--- src/rtl/cabn_mul.sv ---
// Shared signed multiplier with registered product, used for all box areas.
module cabn_mul #(
    parameter int W = 13
) (
    input  logic                  aclk,
    input  logic signed [W-1:0]   mul_a,
    input  logic signed [W-1:0]   mul_b,
    output logic signed [2*W-1:0] mul_p
);

    logic signed [2*W-1:0] prod_reg;

    always_ff @(posedge aclk) begin
        prod_reg <= mul_a * mul_b;
    end

    assign mul_p = prod_reg;

endmodule

--- config.mk ---
export PLATFORM = sky130hd
export DESIGN_NAME = cabn_mul
export DESIGN_NICKNAME = d
export VERILOG_FILES = /design/src/rtl/cabn_mul.sv
export SDC_FILE = /design/constraint.sdc
export NUM_CORES = 1
export LEC_CHECK = 0
export ABC_AREA = 1
export BUFFER_PORTS_ARGS = -buffer_cell sky130_fd_sc_hd__buf_2
export CORE_MARGIN = 2
export CORE_UTILIZATION = 42
export CTS_BUF_LIST = sky130_fd_sc_hd__clkbuf_16
export DETAILED_ROUTE_END_ITERATION = 10
export GPL_ROUTABILITY_DRIVEN = 0
export HOLD_SLACK_MARGIN = 0.12
export PLACE_DENSITY_LB_ADDON = 0.25
export SYNTH_ARGS = -nofsm -noshare
export SYNTH_HDL_FRONTEND = slang
export SYNTH_SLANG_ARGS = --single-unit
--- constraint.sdc ---
create_clock -name aclk -period 7.3 [get_ports aclk]
set_input_delay 0.73 -clock aclk [delete_from_list [all_inputs] [get_ports aclk]]
set_output_delay 0.73 -clock aclk [all_outputs]
set_load 0.02 [all_outputs]
# Word-level counts from Yosys, hierarchy flattened
# Index checks and enable logic that the tools add are counted.
totals:
  out_inout_bits: 26
  inputBits: 27
  register_bits: 26
  word_cells: 2
classes:
  multipliers: 1
ops:
  columns: ["cell", "n"]
  rows:
  - ["$mul A13 B13 Y26", 1]

# Longest topological paths before layout
depth:
  depth_word: 1
  depth_mapped: 25

# Least setup slack after synthesis
# OpenSTA, ideal clock, no wires.
synth_timing:
  path_kind: "in2reg"
  from: "in mul_a[12]"
  to: "reg prod_reg[25], in the netlist mul_p[25]"
  n_path_buf: 1
  t_arrival_ps: 5333
  stages: 23
  required_time_ps: 7188
  slack_ps: 1855
  cell_sequence: "buf_1 > nand2_1 > fa_1 > inv_1 > fa_1 > inv_1 > fa_1 > inv_1 > fa_1 > inv_1 > fa_1 > inv_1 > ha_1 > ha_1 > nand2_2 > nor2_2 > inv_1 > nor2_2 > nand3_2 > nand3_2 > inv_1 > nand2_1 > nand2_1"
synth_via:
  elab_chain_cells: 1
synth_rtl:
  columns: ["element", "line", "rtl"]
  rows:
  - ["from (decl)", "6", "input logic signed [W-1:0] mul_a,"]
  - ["$mul A13 B13 Y26", "14", "prod_reg <= mul_a * mul_b;"]
  - ["to (signal assigned)", "14", null]
  - ["to (decl)", "11", "logic signed [2*W-1:0] prod_reg;"]
# No other way between the ends.

# Worst setup path in the final report
layout_timing:
  from: "in mul_b[2]"
  to: "reg prod_reg[23], in the netlist mul_p[23]"
layout_via:
  elab_chain_cells: 1
layout_rtl:
  columns: ["element", "line", "rtl"]
  rows:
  - ["from (decl)", "7", "input logic signed [W-1:0] mul_b,"]
  - ["$mul A13 B13 Y26", "14", null]
# No other way between the ends.

==> metrics.csv <==
stage,metric,value,unit
placement,DP HPWL,14710,µm
floorplan,core area,17960,µm²
grt,largest net degree at the start of global routing,16,
yosys,top-area cell type share of the netlist area,0.4228,
grt,Total GRT Usage,0.1855,
yosys,simple-gate share of the synthesized area,0.2026,
yosys,Async SR Flop Fraction,0,
clocking,post-cts resize count,0,
timing,slew margin rel.,0.7009,
yosys,cell taking the most area after synthesis,fa_1,
final_layout,number of diodes,0,
yosys,leading register cell type out of synthesis,dfxtp_1,
final_layout,post-route cell area,8225,µm²
routing,DRT Pass-1 Iters,5,
yosys,largest family of logic cells by synthesized area,adder cells,
yosys,Post-Syn Area,7671,µm²
clocking,clock sinks,26,
clocking,Post-CTS Hold Buffers,0,
routing,wire per inst,13.73,µm
timing,"Slew Viols, Final",0,
yosys,Gate Count Post-Synth,993,
timing,fin crit period,5605,ps
yosys,Yosys reg bits,26,
routing,post-route ant nets,0,
yosys,yosys warns,0,
yosys,Post-synth top cells,"inv_1, nand2_1, fa_1, ha_1, nor2_1",
yosys,post-synthesis cell type count,28,
critical_path,critical path type,in -> reg,
status,outcome,"complete, no violations",
clocking,H-tree depth,1,
timing,Final Setup Violations,0,
timing,Setup TNS,0,ps
timing,final hold vios,0,
clocking,clk buf depth,2,
routing,DRT iter0 DRCs,234,
final_layout,max reg flops,26,
floorplan,Die Span X,139.1,µm
final_layout,fillers,1822,
timing,Final Cycle Share,0.7678,
clocking,Inserted Clock Buffers,3,
worst_hold_path,hold crit path type,in -> reg,
yosys,main area contributors after synthesis,"fa_1, inv_1, nand2_1",
final_layout,layout cell share with drive strength beyond 1,0.09677,
flow_run,maxcap violations,0,
final_layout,FF/Latch Area,520.5,µm²
routing,via count,5927,
grt,initial antenna violation count,0,
critical_path,critical path startpoint category,input port,
final_layout,area growth from synthesis to layout,7.226,%
clocking,clock root buffer,clkbuf_16,
yosys,Synth Area per Inst,7.725,µm²
timing,Worst-Margin Slew,448.2,ps
yosys,post-synthesis compound-gate area fraction,0.01957,
routing,Via density,4.734,
floorplan,DIE AREA,19360,µm²
yosys,sequential-to-total area share from yosys stat,0.06785,
routing,Residual DRC,0,
floorplan,# rows,49,
floorplan,initial core utilization,0.4270,
critical_path,worst-path maximum fanout,13,
yosys,post-synthesis adder-cell area fraction,0.5321,
final_layout,multi-input logic area,5908,µm²
yosys,most common cell in the netlist,inv_1,
grt,first-pass GRT wire length,28910,µm
timing,unrepaired setup endpoints after global routing,no,
floorplan,Ports,53,
placement,DP Area,8120,µm²
critical_path,CP arrival,5770,ps
routing,WL final,17190,µm
yosys,xor/xnor share of the synthesized area,0.01598,
clocking,"CTS clk-pin slew, worst paths",70,ps
yosys,"EDFF count, synth",0,
grt,gr ovfl total,0,
timing,max frequency,178.4,MHz
floorplan,Die H,139.1,µm
grt,vias in the first global route,5990,
placement,Port Buffers,52,
clocking,TritonCTS clock tree,yes,
yosys,net count after synthesis,1249,
yosys,multiplexer area fraction after synthesis,0,
critical_path,crit end category,flip-flop,
clocking,post-CTS setup buffers,0,
final_layout,Layout Nets,1280,
critical_path,required time of the critical path,7470,ps
-- worst max-delay path: stages --
cell	delay (ps)
buf_2	250
nand2_1	150
fa_1	570
inv_1	70
fa_1	650
inv_1	200
fa_1	510
inv_1	50
fa_1	520
inv_1	50
fa_1	470
inv_1	40
ha_1	260
ha_1	410
nand2_1	130
inv_1	90
nand2_1	100
nor2_1	180
nand3_1	150
nand4_1	130
nand2_1	60
-- path summary, 6_finish.rpt --
| kind | startpoint | end | cells past startpoint |
|---|---|---|---|
| max | mul_b[2] | mul_p[23] | 21 |
| min | mul_a[0] | mul_p[0] | 3 |
-- per-stage QoR --
step | setup slack (ps) | std cells | utilization | hold WS (ps)
floorplan | 1855 | 993 | - | 827.6
global placement | 1489 | 1248 | 0.4520 | 1092
detailed placement | 1459 | 1248 | 0.4520 | 1090
CTS | 1692 | 1252 | 0.4579 | 807.2
global route | 1420 | 1252 | 0.4579 | 823.6
finish | 1695 | 1252 | 0.4579 | 814.2
-- kinds of logic after synthesis --
logic type	Yosys count
XOR/XNOR	14
buffers and inverters	331
AO/OA/AOI/OAI	25
AND/OR/NAND/NOR	368
adder cells (fa/ha/maj)	229
flip-flops	26
-- cell type report --
class,count,area share
sequential,26,0.06328
clock inverter,1,0.003651
timing repair buffer,52,0.03164
multi-input combinational,636,0.7183
clock buffer,3,0.009127
inverter,305,0.1392
tap,229,0.03483
-- placed cells by master (no fill, tap or decap) --
cell	n
o21ai_2	1
or2_2	3
a21oi_2	2
o21bai_2	1
ha_1	67
buf_2	52
nand2_1	272
nand3_1	19
inv_2	4
nor2_1	35
nand4_1	4
nand2_2	12
xnor2_1	9
a21oi_1	14
a21o_1	2
bufinv_16	1
dfxtp_1	26
fa_1	162
xor2_1	5
nor2_4	3
o21bai_1	1
clkbuf_16	3
clkinv_1	1
nand3b_1	2
and2_1	1
inv_1	300
nor2_2	10
o21ai_0	4
nand3_2	7
-- layer usage --
metal  share of wire  GRT usage  up-vias
met1            0.42     0.2418     2921
li1                -          -     2851
met2            0.52     0.3396      135
met3           0.043    0.01968       20
met5               0          0        -
met4           0.016    0.02924        0
Power is left out: the tool's default activity adds up to more than one toggle a clock period on the data nets, which glitch-free logic cannot reach.
