$ cat config.mk
export PLATFORM = sky130hd
export DESIGN_NAME = cabn_ram
export DESIGN_NICKNAME = d
export VERILOG_FILES = /design/src/rtl/cabn_ram.sv
export SDC_FILE = /design/constraint.sdc
export NUM_CORES = 1
export LEC_CHECK = 0
export BUFFER_PORTS_ARGS = -buffer_cell sky130_fd_sc_hd__buf_2
export CORE_MARGIN = 10
export CORE_UTILIZATION = 40
export DETAILED_ROUTE_END_ITERATION = 6
export SLEW_MARGIN = 20
export SYNTH_ARGS = -nofsm -noshare
export SYNTH_HDL_FRONTEND = slang
export SYNTH_SLANG_ARGS = --single-unit
$ cat constraint.sdc
create_clock -name aclk -period 2.4 [get_ports aclk]
set_clock_uncertainty 0.2 [all_clocks]
set_input_delay 0.36 -clock aclk [delete_from_list [all_inputs] [get_ports aclk]]
set_output_delay 0.36 -clock aclk [all_outputs]
set_load 0.01 [all_outputs]
$ cat src/rtl/cabn_ram.sv
// Generic single-write, single-read RAM with registered read data.
module cabn_ram #(
    parameter int WIDTH = 8,
    parameter int DEPTH = 64
) (
    input  logic                     aclk,
    input  logic                     wr_en,
    input  logic [$clog2(DEPTH)-1:0] wr_addr,
    input  logic [WIDTH-1:0]         wr_data,
    input  logic                     rd_en,
    input  logic [$clog2(DEPTH)-1:0] rd_addr,
    output logic [WIDTH-1:0]         rd_data
);

    logic [WIDTH-1:0] mem_reg [DEPTH];
    logic [WIDTH-1:0] rd_data_reg;

    always_ff @(posedge aclk) begin
        if (wr_en) begin
            mem_reg[wr_addr] <= wr_data;
        end
        if (rd_en) begin
            rd_data_reg <= mem_reg[rd_addr];
        end
    end

    assign rd_data = rd_data_reg;

endmodule

* Word-level counts from Yosys, hierarchy flattened
Memories as Yosys holds them, arrays and structs flattened. A register that Yosys moved wholly into a read port is not among the register bits.
Index checks and enable logic that the tools add are counted.
** Operators by class
- Multiplexer cells :: 2
** Operators with widths (number)
- $mux 1 :: 2
** Storage, ports and cells
- Memory bits (writable) :: 512
- Memories :: 1
- Flip-flop bits (word level) :: 0
- Logic and storage cells :: 3
- Bits of input ports :: 23
- Output and inout port bits :: 8
** Memories
- mem_reg :: words 64, bits a word 8, rd ports 1, clocked after memory_dff 1, write ports 1, RTL line 15 : logic [WIDTH-1:0] mem_reg [DEPTH];

* Depth between registers and ports, before layout
- Depth after elaboration :: 2
- Gate-level depth with buffers :: 9
- Gate-level depth less buffers :: 5

* Worst setup path before layout
No wires, ideal clock.
- Path type :: input port to flip-flop
- Start point :: in rd_addr[1]
- End point :: reg rd_data_reg[3], in the netlist rd_data[3], read port of mem_reg, data pin
- Required time :: 1.934 ns
- Arrival time :: 1.900 ns
- Setup time :: 0.266 ns
- Stages :: 7
- Slack :: 0.034 ns
- Buffers on the path :: 3
- Path through :: buf_4 buf_2 buf_2 mux4_2 mux4_2 o21ai_1 o41ai_1
** RTL lines
- from (decl) :: RTL line 11 : input logic [$clog2(DEPTH)-1:0] rd_addr,
- to (decl) :: RTL line 16 : logic [WIDTH-1:0] rd_data_reg;

==> metrics.csv <==
stage,metric,value,unit
global_route,grt_pass1_vias,10352,
layout,fill_cells,4176,
yosys,yosysWarnings,0,
layout,finish.utilization,47.9,%
power_and_ir_drop,power.leakage,7.77,nW
clock_tree,cts_num_sinks,520,
power_and_ir_drop,peakVddDrop,0.000481,V
setup_path,setup.worst_path.start_class,flip-flop,
timing,tightest_slew,0.738,ns
placement,port_buffers,30,
layout,syn_to_final_growth,18.3,%
clock_tree,cts_setup_buffers,0,
floorplan,core.rowCount,82,
yosys,synth_compound_area_share,2.06,%
setup_path,critPathMaxFanout,1,
yosys,yosys_register_bits,520,
yosys,synth_nets,963,
layout,antennaDiodeCount,0,
floorplan,ios,31,
min_path,holdCritPathClass,input port to flip-flop,
global_route,antenna_found_initial,2,
placement,place_area,22400,um2
global_route,grt_usage,15.4,%
timing,hold_viol_final,0,
run_status,outcome,completed,
yosys,yosysTopAreaCell,edfxtp_1,
setup_path,cpMostUsedCell,mux4_2,
layout,drive_gt1_share,34.4,%
layout,nNetsFinal,1160,
power_and_ir_drop,power_density,782,nW/um2
timing,worst_slack,0.119,ns
routing,avgViaCountPerCell,5.41,
placement,dpl_worst_slack,-0.477,ns
routing,drtIter0Drc,959,
placement,dp_hpwl,29.6,mm
clock_tree,clk_path_buf_depth,3,
clock_tree,root_buffer,clkbuf_16,
yosys,syn_area_per_cell,21.5,um2
timing,hold_ws,0.117,ns
placement,place_inst,1756,
yosys,ys_seq_area_share,77.1,%
global_route,grt_pass1_wl,68.6,mm
timing,finalMaxSlewViolations,0,
setup_path,r2r-start,mem_reg[15][1],
setup_path,rr_worst_depth,5,
timing,min_period,2.28,ns
layout,final_cell_mix,"edfxtp_1 (520), buf_4 (152), mux4_2 (126), nor2_1 (83), clkbuf_16 (53)",
routing,drc,0,
timing,slew_headroom,50.8,%
floorplan,die_area,60000,um2
setup_path,r2r_end,rd_data[1],
placement,place_congestion,0.820,
clock_tree,cts_buffers,50,
timing,setup_viol,0,
yosys,synth-edff-count,520,
global_route,grt_overflow,0,
yosys,muxShareOfSynthArea,15.9,%
global_route,grt_max_degree,65,
yosys,synth-xor-area-share,0,%
yosys,synth_area,20200,um2
yosys,syn-instance-count,940,
setup_path,worstPathRequired,2.52,ns
routing,wl,46.1,mm
clock_tree,cts_tree,built,
layout,largest_register_ffs,512,
min_path,worstHoldStart,wr_data[6],
routing,wl_per_cell,24.9,um
clock_tree,clk_pin_slew,0.06,ns
setup_path,r2r_slack,0.12,ns
clock_tree,htreeDepth,2,
routing,ant_nets,0,
layout,multi_input_area,4320,um2
setup_path,slowest_stage,mux4_2,
yosys,synth_adder_area_share,0,%
min_path,hold_depth,2,
routing,vias,10005,
power_and_ir_drop,total_power,18.7,mW
yosys,synthArstFlopShare,0,%
yosys,synth_flop_cell,edfxtp_1,
setup_path,cp-end-kind,flip-flop,
run,max_cap_viol_count,0,
setup_path,path_class,flip-flop to flip-flop,
yosys,synth-simple-area-share,3.37,%
floorplan,die_w,245,um
floorplan,start_util,40.4,%
timing,fin_setup_tns,0,ns
timing,rsz0062_at_grt,no,
setup_path,cpPeakStageDelay,0.50,ns
layout,instances_no_fill,1850,
setup_path,path_cells,mux4_2 -> mux4_2 -> nor2_1 -> nor3_1 -> o2bb2ai_1,
timing,max_freq,0.438,GHz
timing,finalCritPeriodShare,95.0,%
yosys,synth_top_family_by_area,multiplexers,
setup_path,critical_path_arrival,2.40,ns
floorplan,die_y,245,um
routing,dr.pass1.iters,7,
floorplan,core,50100,um2
clock_tree,clk_latency,0.57,ns
yosys,synthTopCellsByArea,"edfxtp_1 (77%), mux4_2 (14%), nor2_1 (1.5%), mux2i_1 (1.1%), mux2_2 (0.72%)",
layout,final_common_cell,edfxtp_1,
layout,final_cell_area,24000,um2
min_path,hold_end,mem_reg[12][6],
yosys,yosysTopAreaCellShare,77.1,%
yosys,synth_cell_types,39,
layout,regArea,15600,um2
==> Yosys cell counts (3+ instances only) <==
library cell and number:
a211oi_1 4, a21oi_1 3, a221oi_1 6, a22oi_1 3
buf_1 4, buf_2 11, buf_4 13, buf_6 4
clkbuf_1 17, edfxtp_1 520, mux2_2 13, mux2i_1 23
mux4_2 126, nand2_1 19, nand2b_1 7, nand3_1 13
nand3b_1 3, nor2_1 83, nor2b_1 14, nor3_1 7
o2111ai_1 3, o221ai_1 8, o22ai_1 8, o2bb2ai_1 3
==> per-layer routing <==
| layer | global-route usage (%) | up-vias | share of wire (%) |
|---|---|---|---|
| li1 | - | 4332 | - |
| met4 | 5.06 | 4 | 2.7 |
| met1 | 21.4 | 5293 | 44 |
| met5 | 0 | - | 0.041 |
| met2 | 24.0 | 302 | 47 |
| met3 | 3.03 | 74 | 6.5 |
==> worst max-delay path by stage <==
stage / from / end / slack [ns] / depth (start not counted)
floorplan: rd_addr[1] / rd_data[3] / 0.03 / 7
global placement: rd_addr[0] / rd_data[3] / -0.48 / 7
detailed placement: rd_addr[0] / rd_data[6] / -0.48 / 7
CTS: mem_reg[24][6] / rd_data[6] / 0.01 / 5
global route: mem_reg[15][2] / rd_data[2] / 0.03 / 5
finish: mem_reg[15][1] / rd_data[1] / 0.12 / 5
==> repair_timing <==
item / CTS / global route
hold buffers: 1 / 0
gates resized for setup: 0 / 1
endpoints found under the setup margin: 0 / 1
endpoints found under the hold margin: 8 / 0
==> cells by family after synthesis <==
logic type             Yosys count
DFF                            520
muxes                          162
and+or+nand+nor                153
AOI/OAI and AO/OA               54
buffers and inverters           51
==> layout make-up <==
cell class / instances / share of cell area, %
tap: 672 / 3.51
clock inverter: 29 / 0.898
timing repair buffer: 196 / 6.68
clock buffer: 64 / 5.71
sequential: 520 / 65.2
multi-input combinational: 369 / 18.0
==> critical path: cells and delay by family, from the launching register on <==
kind	cells	cell delay (ns)
muxes	2	0.99
AOI/OAI and AO/OA	1	0.14
and+or+nand+nor	2	0.36
DFF	1	0.36
==> where the power goes <==
group	internal [mW]	switching, mW
logic	0.455	0.604
clock network	4.34	3.24
registers	10.1	0.0221
total	14.9	3.86
Power figures use the tool's default switching activity.
